**config.mk**
```make
export PLATFORM = sky130hd
export DESIGN_NAME = ppcr_div
export DESIGN_NICKNAME = d
export VERILOG_FILES = /design/src/hdl/ppcr_pkg.sv /design/src/hdl/ppcr_div.sv
export SDC_FILE = /design/constraint.sdc
export NUM_CORES = 2
export LEC_CHECK = 0
export BUFFER_PORTS_ARGS = -buffer_cell sky130_fd_sc_hd__buf_2
export CAP_MARGIN = 20
export CELL_PAD_IN_SITES_DETAIL_PLACEMENT = 0
export CELL_PAD_IN_SITES_GLOBAL_PLACEMENT = 2
export CORE_MARGIN = 1
export CORE_UTILIZATION = 47
export CTS_CLUSTER_SIZE = 25
export DETAILED_ROUTE_END_ITERATION = 7
export PLACE_DENSITY = 0.94
export SLEW_MARGIN = 25
export SYNTH_ARGS = -nofsm -noshare
export SYNTH_HDL_FRONTEND = slang
export SYNTH_SLANG_ARGS = --single-unit
```
**constraint.sdc**
```tcl
create_clock -name clk -period 10.5 [get_ports clk]
set_clock_uncertainty 0.15 [all_clocks]
set_input_delay 1.575 -clock clk [delete_from_list [all_inputs] [get_ports clk]]
set_output_delay 1.575 -clock clk [all_outputs]
set_load 0.01 [all_outputs]
```
**src/hdl/ppcr_pkg.sv**
```systemverilog
`timescale 1ns / 1ps
// ----------------------------------------------------------------------------
// Particle pair collision resolver: shared package
// Word and fraction widths, register defaults and indexes, phase codes, the
// pipelined square root and divider sizes, stream widths and pipeline depth.
// ----------------------------------------------------------------------------
package ppcr_pkg;

    // Fixed-point format of every word on the stream.
    localparam int WORD_W = 32;
    localparam int FRAC_W = 16;

    // Configuration registers.
    localparam int CD_W       = 31;
    localparam int REST_W     = 17;
    localparam int CFG_DATA_W = 31;
    localparam int CFG_IDX_W  = 2;

    localparam logic [CFG_IDX_W-1:0] CFG_CONTACT_DISTANCE  = 2'd0;
    localparam logic [CFG_IDX_W-1:0] CFG_SOLID_RESTITUTION = 2'd1;
    localparam logic [CFG_IDX_W-1:0] CFG_GAS_RESTITUTION   = 2'd2;

    localparam logic [CD_W-1:0]   CD_RESET         = 31'd131072;
    localparam logic [REST_W-1:0] SOLID_REST_RESET = 17'd58982;
    localparam logic [REST_W-1:0] GAS_REST_RESET   = 17'd6554;

    // Particle phase codes.
    localparam logic [1:0] PHASE_SOLID  = 2'd0;
    localparam logic [1:0] PHASE_LIQUID = 2'd1;
    localparam logic [1:0] PHASE_GAS    = 2'd2;

    // Square root unit: one result bit per stage.
    localparam int SQ_IN_W  = 62;
    localparam int SQ_OUT_W = 31;
    localparam int SQ_STEPS = 31;
    localparam int SQ_REM_W = 34;

    // Divider unit: one quotient bit per stage, quotient at most 1.0 in Q16.
    localparam int DIV_W     = 34;
    localparam int DIV_Q_W   = 17;
    localparam int DIV_STEPS = 17;

    // Stream widths.
    localparam int IN_TDATA_W  = 328;
    localparam int OUT_TDATA_W = 264;

    // Register stages: three in front, the root, the root fix-up, the
    // quotients, and seven stages of products and updates.
    localparam int PIPE_DEPTH = 3 + SQ_STEPS + 1 + DIV_STEPS + 7;

endpackage

```
**src/hdl/ppcr_div.sv**
```systemverilog
`timescale 1ns / 1ps
// ----------------------------------------------------------------------------
// Pipelined fraction divider
// Restoring division of a numerator no larger than the denominator, giving
// the quotient in Q1.16, one quotient bit per register stage.
// ----------------------------------------------------------------------------
module ppcr_div (
    input  logic                           clk,
    input  logic                           en,
    input  logic [ppcr_pkg::DIV_W-1:0]     num,
    input  logic [ppcr_pkg::DIV_W-1:0]     den,
    output logic [ppcr_pkg::DIV_Q_W-1:0]   quo
);
    import ppcr_pkg::*;

    logic [DIV_W-1:0]   rem_reg [DIV_STEPS];
    logic [DIV_W-1:0]   den_reg [DIV_STEPS];
    logic [DIV_Q_W-1:0] q_reg   [DIV_STEPS];

    genvar k;
    generate
        for (k = 0; k < DIV_STEPS; k++)
        begin : g_step
            logic [DIV_W-1:0]   rem_shift;
            logic [DIV_W-1:0]   den_prev;
            logic [DIV_Q_W-1:0] q_prev;
            logic               take;

            // The integer bit comes first, then one fraction bit per stage.
            if (k == 0)
            begin : g_first
                assign rem_shift = num;
                assign den_prev  = den;
                assign q_prev    = '0;
            end
            else
            begin : g_next
                assign rem_shift = {rem_reg[k-1][DIV_W-2:0], 1'b0};
                assign den_prev  = den_reg[k-1];
                assign q_prev    = q_reg[k-1];
            end

            assign take = (rem_shift >= den_prev);

            always_ff @(posedge clk)
            begin
                if (en)
                begin
                    rem_reg[k] <= take ? (rem_shift - den_prev) : rem_shift;
                    den_reg[k] <= den_prev;
                    q_reg[k]   <= {q_prev[DIV_Q_W-2:0], take};
                end
            end
        end
    endgenerate

    assign quo = q_reg[DIV_STEPS-1];

endmodule

```
==> out/qor.yml <==
outcome: "finished, final reports clean"
post_cts.resized_instances: 0
synthXorXnorAreaFrac_pct: 5.60
cts_htree_levels: 4
power.density_mw_per_mm2: 290
fin_nets: 7387
design.core.area_mm2: 0.152
timing.fmax_mhz: 209
synth_compound_area_share_pct: 15.7
synth_top_flop_cell: "edfxtp_1"
die-area_mm2: 0.155
synth_top_area_share_pct: 51.1
final.min_clock_period_ns: 4.78
setup_viol: 0
antenna_left: 0
num_vias: 48200
grt_pass1_vias: 50200
post_synth_num_cell_types: 91
totalPowerFinal_w: 0.0230
timing.max_cap.violations: 0
synth_top_family_by_area: "compound AO/OA/AOI/OAI gates"
globalRoute.totalOverflow: 0
layout_commonest_cell: "edfxtp_1"
clkSlewWorstSetupHoldPaths_ns: 0.06
cts_tree: "yes"
dr.first_iter.drc_count: 1712
wirelength_mm: 155
remaining_drc_errors: 0
largest_register_ff_count: 544
critical_path.startpoint: "num[0]"
gpl.final_weighted_congestion: 0.908
bufs_on_longest_clock_path: 3
fin_tns_setup_ns: 0
worst-endpoint-arrival_ns: 5.14
antenna_found_initial: 0
regToRegStartpoint: "den_reg[0][272]$_DFFE_PP_"
critical_path_required_ns: 10.86
syn-cell-area_mm2: 0.0720
rsz0062_at_grt: "false"
share_of_synthesized_cell_area_in_full_adder_half_adder_and_majority_cells_pct: 10.5
drt_first_pass_iters: 5
grtUsageTotal_pct: 19.9
cts-root-buf: "clkbuf_16"
synthMuxAreaShare_pct: 3.12
synth-async-reset-ratio_pct: 0
seq_area_frac_synth_pct: 51.1
yosys.area_share.simple_pct: 9.27
layout.cells.most_common_list: "1225 x edfxtp_1, 720 x inv_1, 577 x ha_1"
post-dp-hpwl_mm: 119
cts_post_setup_buffers_inserted: 0
ir_drop_uv: 157
dieWidth_um: 394
setup.worst_path.start_class: "primary input"
criticalPathCategory: "in2reg"
final_layout_size_suffix_gt1_share_pct: 8.20
numCtsBuffers: 144
worst_hold_path_type: "reg2reg"
clock_latency_ns: 0.77
ctsHoldBuffers: 0
global_route_wire_length_before_repair_mm: 249
synth-seq-cells: 1225
slew-limit-headroom_pct: 24.1
grt_max_degree: 186
drv_slew: 0
yosys.area.top_type: "edfxtp_1"
leakagePower_nw: 33.0
endpoint_kind: "register"
tightest_slew_ns: 1.13
fillers: 13500
worst-path-max-fanout: 57
finalCoreUtilization_pct: 52.1
synth-edff-count: 1225
net_count_synth: 7285
initial_core_util_pct: 47.4
ys_top_cells_by_area: "edfxtp_1 51%, ha_1 10%, a21oi_1 3.9%"
syn-instance-count: 6622
hold_viol: 0
portBuffers: 86
ys_warn_count: 0
hold_path.startpoint: "q_reg[0][233]$_DFFE_PP_"
numClockSinks: 1225
n_antenna_cell: 0
standard_cell_rows: 143
i_o_pins: 87
dr_vias_cell: 5.44
flow.area_growth_from_synthesis_pct: 9.87
die_h_um: 394
avg_inst_size_synth_um2: 10.9
min_period_over_period_pct: 45.5
wire_per_inst_um: 17.5
-- metal layers --
layer	GRT usage, %	vias up	share of wire, %
li1	-	24300	-
met1	18.0	22600	34
met2	40.0	817	55
met3	2.55	458	2.5
met4	14.4	0	7.7
met5	0	-	0
-- cell usage after synthesis, types with 66 or more instances --
master	number
clkbuf_1	119
nand4_1	81
nand3_1	110
inv_1	720
nand2_1	507
a21o_1	282
a21oi_1	564
nor2b_1	74
mux2_2	188
nand2b_1	66
xnor2_1	260
ha_1	577
nor2_1	321
xor2_1	201
o21bai_1	73
nor3_1	84
edfxtp_1	1225
a31oi_1	69
o21ai_0	493
-- logic make-up (layout without fill, tap and decap cells) --
family,after synthesis,count (layout)
xor+xnor,461,461
flops,1225,1225
buf+inv,886,1096
fa+ha+maj,593,593
simple gates,1420,1420
compound gates,1836,1836
mux,201,201
-- stage by stage --
stage / cells / hold WS, ns / setup slack (ns) / area (µm²)
6_report: 8862 / 0.260 / 5.72 / 79200
5_1_grt: 8862 / 0.259 / 5.54 / 79200
4_1_cts: 8862 / 0.259 / 5.75 / 79200
3_5_place_dp: 8608 / 0.255 / 4.92 / 74800
3_3_place_gp: 8608 / 0.252 / 4.89 / 74800
2_1_floorplan: 6622 / 0.250 / 5.87 / 72000
-- area by class of cell --
cell class                 count  area (µm²)  area share (%)
clock buffer                 175        3720            4.70
clock inverter                79         679           0.858
inverter                     722        2710            3.42
multi-input combinational   4511       32000            40.4
sequential                  1225       36800            46.5
tap                         2030        2540            3.21
timing repair buffer         120         763           0.964
-- final timing paths --
path / endpoint / slack (ns) / depth (start not counted)
hold / removal: q_reg[0][251]$_DFFE_PP_ / 0.26 / 0
hold reg to reg: q_reg[0][251]$_DFFE_PP_ / 0.26 / 0
setup reg to reg: rem_reg[0][334]$_DFFE_PP_ / 5.77 / 12
setup / recovery: rem_reg[0][1]$_DFFE_PP_ / 5.72 / 16
-- power breakdown --
part	switching (W)	internal, W	leakage, nW
combinational	0.00605	0.00447	18.9
sequential	0.000617	0.00714	12.0
clock	0.00196	0.00274	2.14
total	0.00862	0.0144	33.0
-- worst max-delay path, stage by stage --
cell	delay (ns)
buf_2	0.15
inv_1	0.07
ha_1	0.17
inv_1	0.06
fa_1	0.41
a21o_1	0.20
a211oi_1	0.23
nor3b_1	0.12
o211ai_1	0.47
a31oi_1	0.23
o221ai_1	0.21
a211oi_1	0.10
buf_4	0.16
nor2_4	0.07
buf_4	0.46
mux2_2	0.40
Note: power is estimated with default switching activity, not from simulation.
