--- src/hdl/ppcr_pkg.sv ---
`timescale 1ns / 1ps
// ----------------------------------------------------------------------------
// Particle pair collision resolver: shared package
// Word and fraction widths, register defaults and indexes, phase codes, the
// pipelined square root and divider sizes, stream widths and pipeline depth.
// ----------------------------------------------------------------------------
package ppcr_pkg;

    // Fixed-point format of every word on the stream.
    localparam int WORD_W = 32;
    localparam int FRAC_W = 16;

    // Configuration registers.
    localparam int CD_W       = 31;
    localparam int REST_W     = 17;
    localparam int CFG_DATA_W = 31;
    localparam int CFG_IDX_W  = 2;

    localparam logic [CFG_IDX_W-1:0] CFG_CONTACT_DISTANCE  = 2'd0;
    localparam logic [CFG_IDX_W-1:0] CFG_SOLID_RESTITUTION = 2'd1;
    localparam logic [CFG_IDX_W-1:0] CFG_GAS_RESTITUTION   = 2'd2;

    localparam logic [CD_W-1:0]   CD_RESET         = 31'd131072;
    localparam logic [REST_W-1:0] SOLID_REST_RESET = 17'd58982;
    localparam logic [REST_W-1:0] GAS_REST_RESET   = 17'd6554;

    // Particle phase codes.
    localparam logic [1:0] PHASE_SOLID  = 2'd0;
    localparam logic [1:0] PHASE_LIQUID = 2'd1;
    localparam logic [1:0] PHASE_GAS    = 2'd2;

    // Square root unit: one result bit per stage.
    localparam int SQ_IN_W  = 62;
    localparam int SQ_OUT_W = 31;
    localparam int SQ_STEPS = 31;
    localparam int SQ_REM_W = 34;

    // Divider unit: one quotient bit per stage, quotient at most 1.0 in Q16.
    localparam int DIV_W     = 34;
    localparam int DIV_Q_W   = 17;
    localparam int DIV_STEPS = 17;

    // Stream widths.
    localparam int IN_TDATA_W  = 328;
    localparam int OUT_TDATA_W = 264;

    // Register stages: three in front, the root, the root fix-up, the
    // quotients, and seven stages of products and updates.
    localparam int PIPE_DEPTH = 3 + SQ_STEPS + 1 + DIV_STEPS + 7;

endpackage

--- src/hdl/ppcr_sqrt.sv ---
`timescale 1ns / 1ps
// ----------------------------------------------------------------------------
// Pipelined integer square root
// Digit-by-digit floor square root of a 62-bit value, one root bit per
// register stage. All stages advance together on the enable.
// ----------------------------------------------------------------------------
module ppcr_sqrt (
    input  logic                            clk,
    input  logic                            en,
    input  logic [ppcr_pkg::SQ_IN_W-1:0]    x_in,
    output logic [ppcr_pkg::SQ_OUT_W-1:0]   root_out
);
    import ppcr_pkg::*;

    logic [SQ_IN_W-1:0]  x_reg    [SQ_STEPS];
    logic [SQ_REM_W-1:0] rem_reg  [SQ_STEPS];
    logic [SQ_OUT_W-1:0] root_reg [SQ_STEPS];

    genvar k;
    generate
        for (k = 0; k < SQ_STEPS; k++)
        begin : g_step
            logic [SQ_IN_W-1:0]  x_prev;
            logic [SQ_REM_W-1:0] rem_prev;
            logic [SQ_OUT_W-1:0] root_prev;
            logic [SQ_REM_W-1:0] rem_shift;
            logic [SQ_REM_W-1:0] trial;
            logic                take;

            if (k == 0)
            begin : g_first
                assign x_prev    = x_in;
                assign rem_prev  = '0;
                assign root_prev = '0;
            end
            else
            begin : g_next
                assign x_prev    = x_reg[k-1];
                assign rem_prev  = rem_reg[k-1];
                assign root_prev = root_reg[k-1];
            end

            // Bring down the next two bits and try the next root bit.
            assign rem_shift = {rem_prev[SQ_REM_W-3:0], x_prev[SQ_IN_W-1 -: 2]};
            assign trial     = {1'b0, root_prev, 2'b01};
            assign take      = (rem_shift >= trial);

            always_ff @(posedge clk)
            begin
                if (en)
                begin
                    x_reg[k]    <= {x_prev[SQ_IN_W-3:0], 2'b00};
                    rem_reg[k]  <= take ? (rem_shift - trial) : rem_shift;
                    root_reg[k] <= {root_prev[SQ_OUT_W-2:0], take};
                end
            end
        end
    endgenerate

    assign root_out = root_reg[SQ_STEPS-1];

endmodule

--- config.mk ---
export PLATFORM = sky130hd
export DESIGN_NAME = ppcr_sqrt
export DESIGN_NICKNAME = d
export VERILOG_FILES = /design/src/hdl/ppcr_pkg.sv /design/src/hdl/ppcr_sqrt.sv
export SDC_FILE = /design/constraint.sdc
export NUM_CORES = 2
export LEC_CHECK = 0
export BUFFER_PORTS_ARGS = -buffer_cell sky130_fd_sc_hd__buf_2
export CAP_MARGIN = 5
export CORE_ASPECT_RATIO = 0.8
export CORE_UTILIZATION = 57
export DETAILED_ROUTE_END_ITERATION = 7
export PLACE_DENSITY = 0.78
export SYNTH_ARGS = -nofsm -noshare
export SYNTH_HDL_FRONTEND = slang
export SYNTH_SLANG_ARGS = --single-unit
--- constraint.sdc ---
create_clock -name clk -period 8.67 [get_ports clk]
set_input_delay 2.1675 -clock clk [delete_from_list [all_inputs] [get_ports clk]]
set_output_delay 2.1675 -clock clk [all_outputs]
set_load 0.01 [all_outputs]
==> metrics.yaml <==
route:
  vias: 65899
  antenna_left: 0
  drc: 0
  vias_per_cell: 5.85
  drtIter0Drc: 7015
  wirelength_mm: 219
  wl_per_cell_um: 19.4
  drt_pass1_iterations: 7
cts:
  clock_path_buffers: 3
  clk_pin_slew_worst_paths_ns: 0.07
  postCtsSetupRepairBufs: 0
  clock_sinks: 2339
  cts_max_level: 4
  post_cts_resized: 0
  cts_made_buffers: 219
  root_buffer: "clkbuf_16"
  hold_buffers: 0
  clock_latency_ns: 0.87
  cts_tree: "yes"
hold_path:
  min_path_type: "register to register"
synth:
  synth_ff_type: "edfxtp_1"
  ys_top_cells_by_area: "edfxtp_1, ha_1, xor2_1, xnor2_1, o21ai_0"
  yosys.cell_count.top_type: "edfxtp_1"
  synth_top_area_cell: "edfxtp_1"
  synthCells: 8370
  synth_fp_nets: 8962
  ys_ff_latch: 2339
  ys_warn_count: 0
  synth_cell_types: 93
  ys_seq_area_frac: 0.648
  syn_area_mm2: 0.108
  synth-edff-count: 2339
  ys_top_cells_by_count: "edfxtp_1, inv_1, nand2_1, o21ai_0, ha_1"
  yosys.area.top_type_share: 0.648
  async_reset_ff_frac: 0
  post_synth.cell_area_avg_um2: 12.9
power:
  powerDensity_mw_per_mm2: 264
  p_total_w: 0.0315
  ir_drop_mv: 0.240
  total_leakage_power_nw: 45.6
worst_setup_path:
  cpPeakStageDelay_ns: 1.05
  arrival_ns: 4.87
  crit_buf_inv: 0
  critPathLaunchType: "register"
  crit_slowest_cell: "and3_1"
  r2r_slack_ns: 4.37
  critPathRequiredTime_ns: 9.25
  cp_cell_sequence: "ha_1 > nor2b_1 > o21ai_0 > a21boi_0 > o31ai_1 > a21oi_1 > a22oi_1 > and3_1 > nand2b_1 > a2111oi_0 > xor2_1"
  worstSetupEndpointType: "register"
  path_class: "register to register"
  path_delay_family: "compound AO/OA/AOI/OAI gates"
  critPathMaxFanout: 35
global_routing:
  antenna_found_initial: 4
  grt_max_degree: 190
  grt_util_met2: 0.351
  busiest_layer: "met2"
  grt_util_all_layers: 0.227
  use_met3: 0.0375
  first_global_vias: 62859
  grt.overflow.total: 0
  grt_pass1_wl_mm: 344
  grtUsageMet1: 0.338
placement:
  port_buffers: 94
  hpwl_mm: 154
  gp_congestion: 0.942
floorplan:
  initial_core_util: 0.576
  row_count: 142
  dieWidth_um: 490
  fp.dieH_um: 392
  io_pins: 95
  coreArea_mm2: 0.188
  dieArea_mm2: 0.192
timing:
  whs_ns: 0.389
  setup_tns_ns: 0
  fmax_mhz: 233
  final_hold_viol_count: 0
  finalCritPeriodShare: 0.495
  setup_viol: 0
  final_max_slew_viol_count: 0
  slew_headroom: 0.176
  tightestPinTransition_ns: 1.24
  fin_skew_ns: 0.0859
  rsz0062_at_grt: "no"
  period_needed_ns: 4.30
finish:
  syn_to_final_growth_pct: 10.1
  drive_gt1_frac: 0.0662
  largest_reg_flops: 930
  nets: 9156
status:
  status: "finished clean"
job:
  drv_cap: 0
-- cells by family (layout without fill, tap and decap cells) --
family                   after synthesis  after routing  synth area share
flip-flops                          2339           2339             0.648
AND/OR/NAND/NOR                     2137           2137            0.0972
adder cells (fa/ha/maj)              528            528            0.0610
AO/OA/AOI/OAI                       1711           1711            0.0973
XOR/XNOR                             763            763            0.0617
buffers and inverters                838           1218            0.0294
other                                  1              2         0.0000346
multiplexers                          53             53           0.00545
-- through the flow --
step / area, µm² / setup WS, ns / instances / util
final: 119000 / 4.37 / 11271 / 0.634
after global routing: 119000 / 4.07 / 11271 / 0.634
after CTS: 119000 / 4.47 / 11270 / 0.634
after detailed placement: 112000 / 4.11 / 10863 / 0.595
after global placement: 112000 / 4.20 / 10863 / 0.595
after floorplan: 108000 / 5.36 / 8370 / -
-- cell usage in the layout, fill, tap and decap left out, drive strengths merged, types with 122 or more instances in the layout --
cell type | synthesis | final
nand2 | 665 | 665
xor2 | 420 | 420
a21o | 232 | 232
inv | 671 | 673
xnor2 | 343 | 343
o21ai | 541 | 541
nand3 | 122 | 122
clkbuf | 137 | 265
a21oi | 458 | 458
nor2 | 423 | 423
edfxtp | 2339 | 2339
buf | 30 | 140
ha | 528 | 528
nor3 | 198 | 198
-- metal layers --
| metal | routed length, µm | vias up | share of wire |
|---|---|---|---|
| met2 | 99000 | 2309 | 0.45 |
| met1 | 99800 | 31968 | 0.46 |
| met5 | 13 | - | 0.000059 |
| met4 | 4240 | 2 | 0.019 |
| met3 | 16000 | 352 | 0.073 |
| li1 | - | 31268 | - |
-- final timing paths --
check | from | end | depth (start not counted)
worst max-delay path | rem_reg[5][34]$_DFFE_PP_ | rem_reg[6][29]$_DFFE_PP_ | 11
worst min-delay path | x_reg[3][87]$_DFFE_PP_ | x_reg[4][29]$_DFFE_PP_ | 0
worst max register to register | rem_reg[5][34]$_DFFE_PP_ | rem_reg[6][29]$_DFFE_PP_ | 11
worst min register to register | x_reg[3][87]$_DFFE_PP_ | x_reg[4][29]$_DFFE_PP_ | 0
-- where the power goes --
| group | internal (W) | switching (W) | leakage, nW |
|---|---|---|---|
| Sequential | 0.0143 | 0.000952 | 22.5 |
| Combinational | 0.00256 | 0.00380 | 19.5 |
| Clock | 0.00563 | 0.00424 | 3.56 |
-- final cells by class --
type,instances,area (µm²)
tap,2520,3150
multi-input combinational,5193,35000
sequential,2339,70200
clock buffer,265,5740
clock inverter,142,1710
timing repair buffer,140,981
fill,13754,68800
inverter,671,2520
antenna,1,2.50
Power figures use the tool's default switching activity.
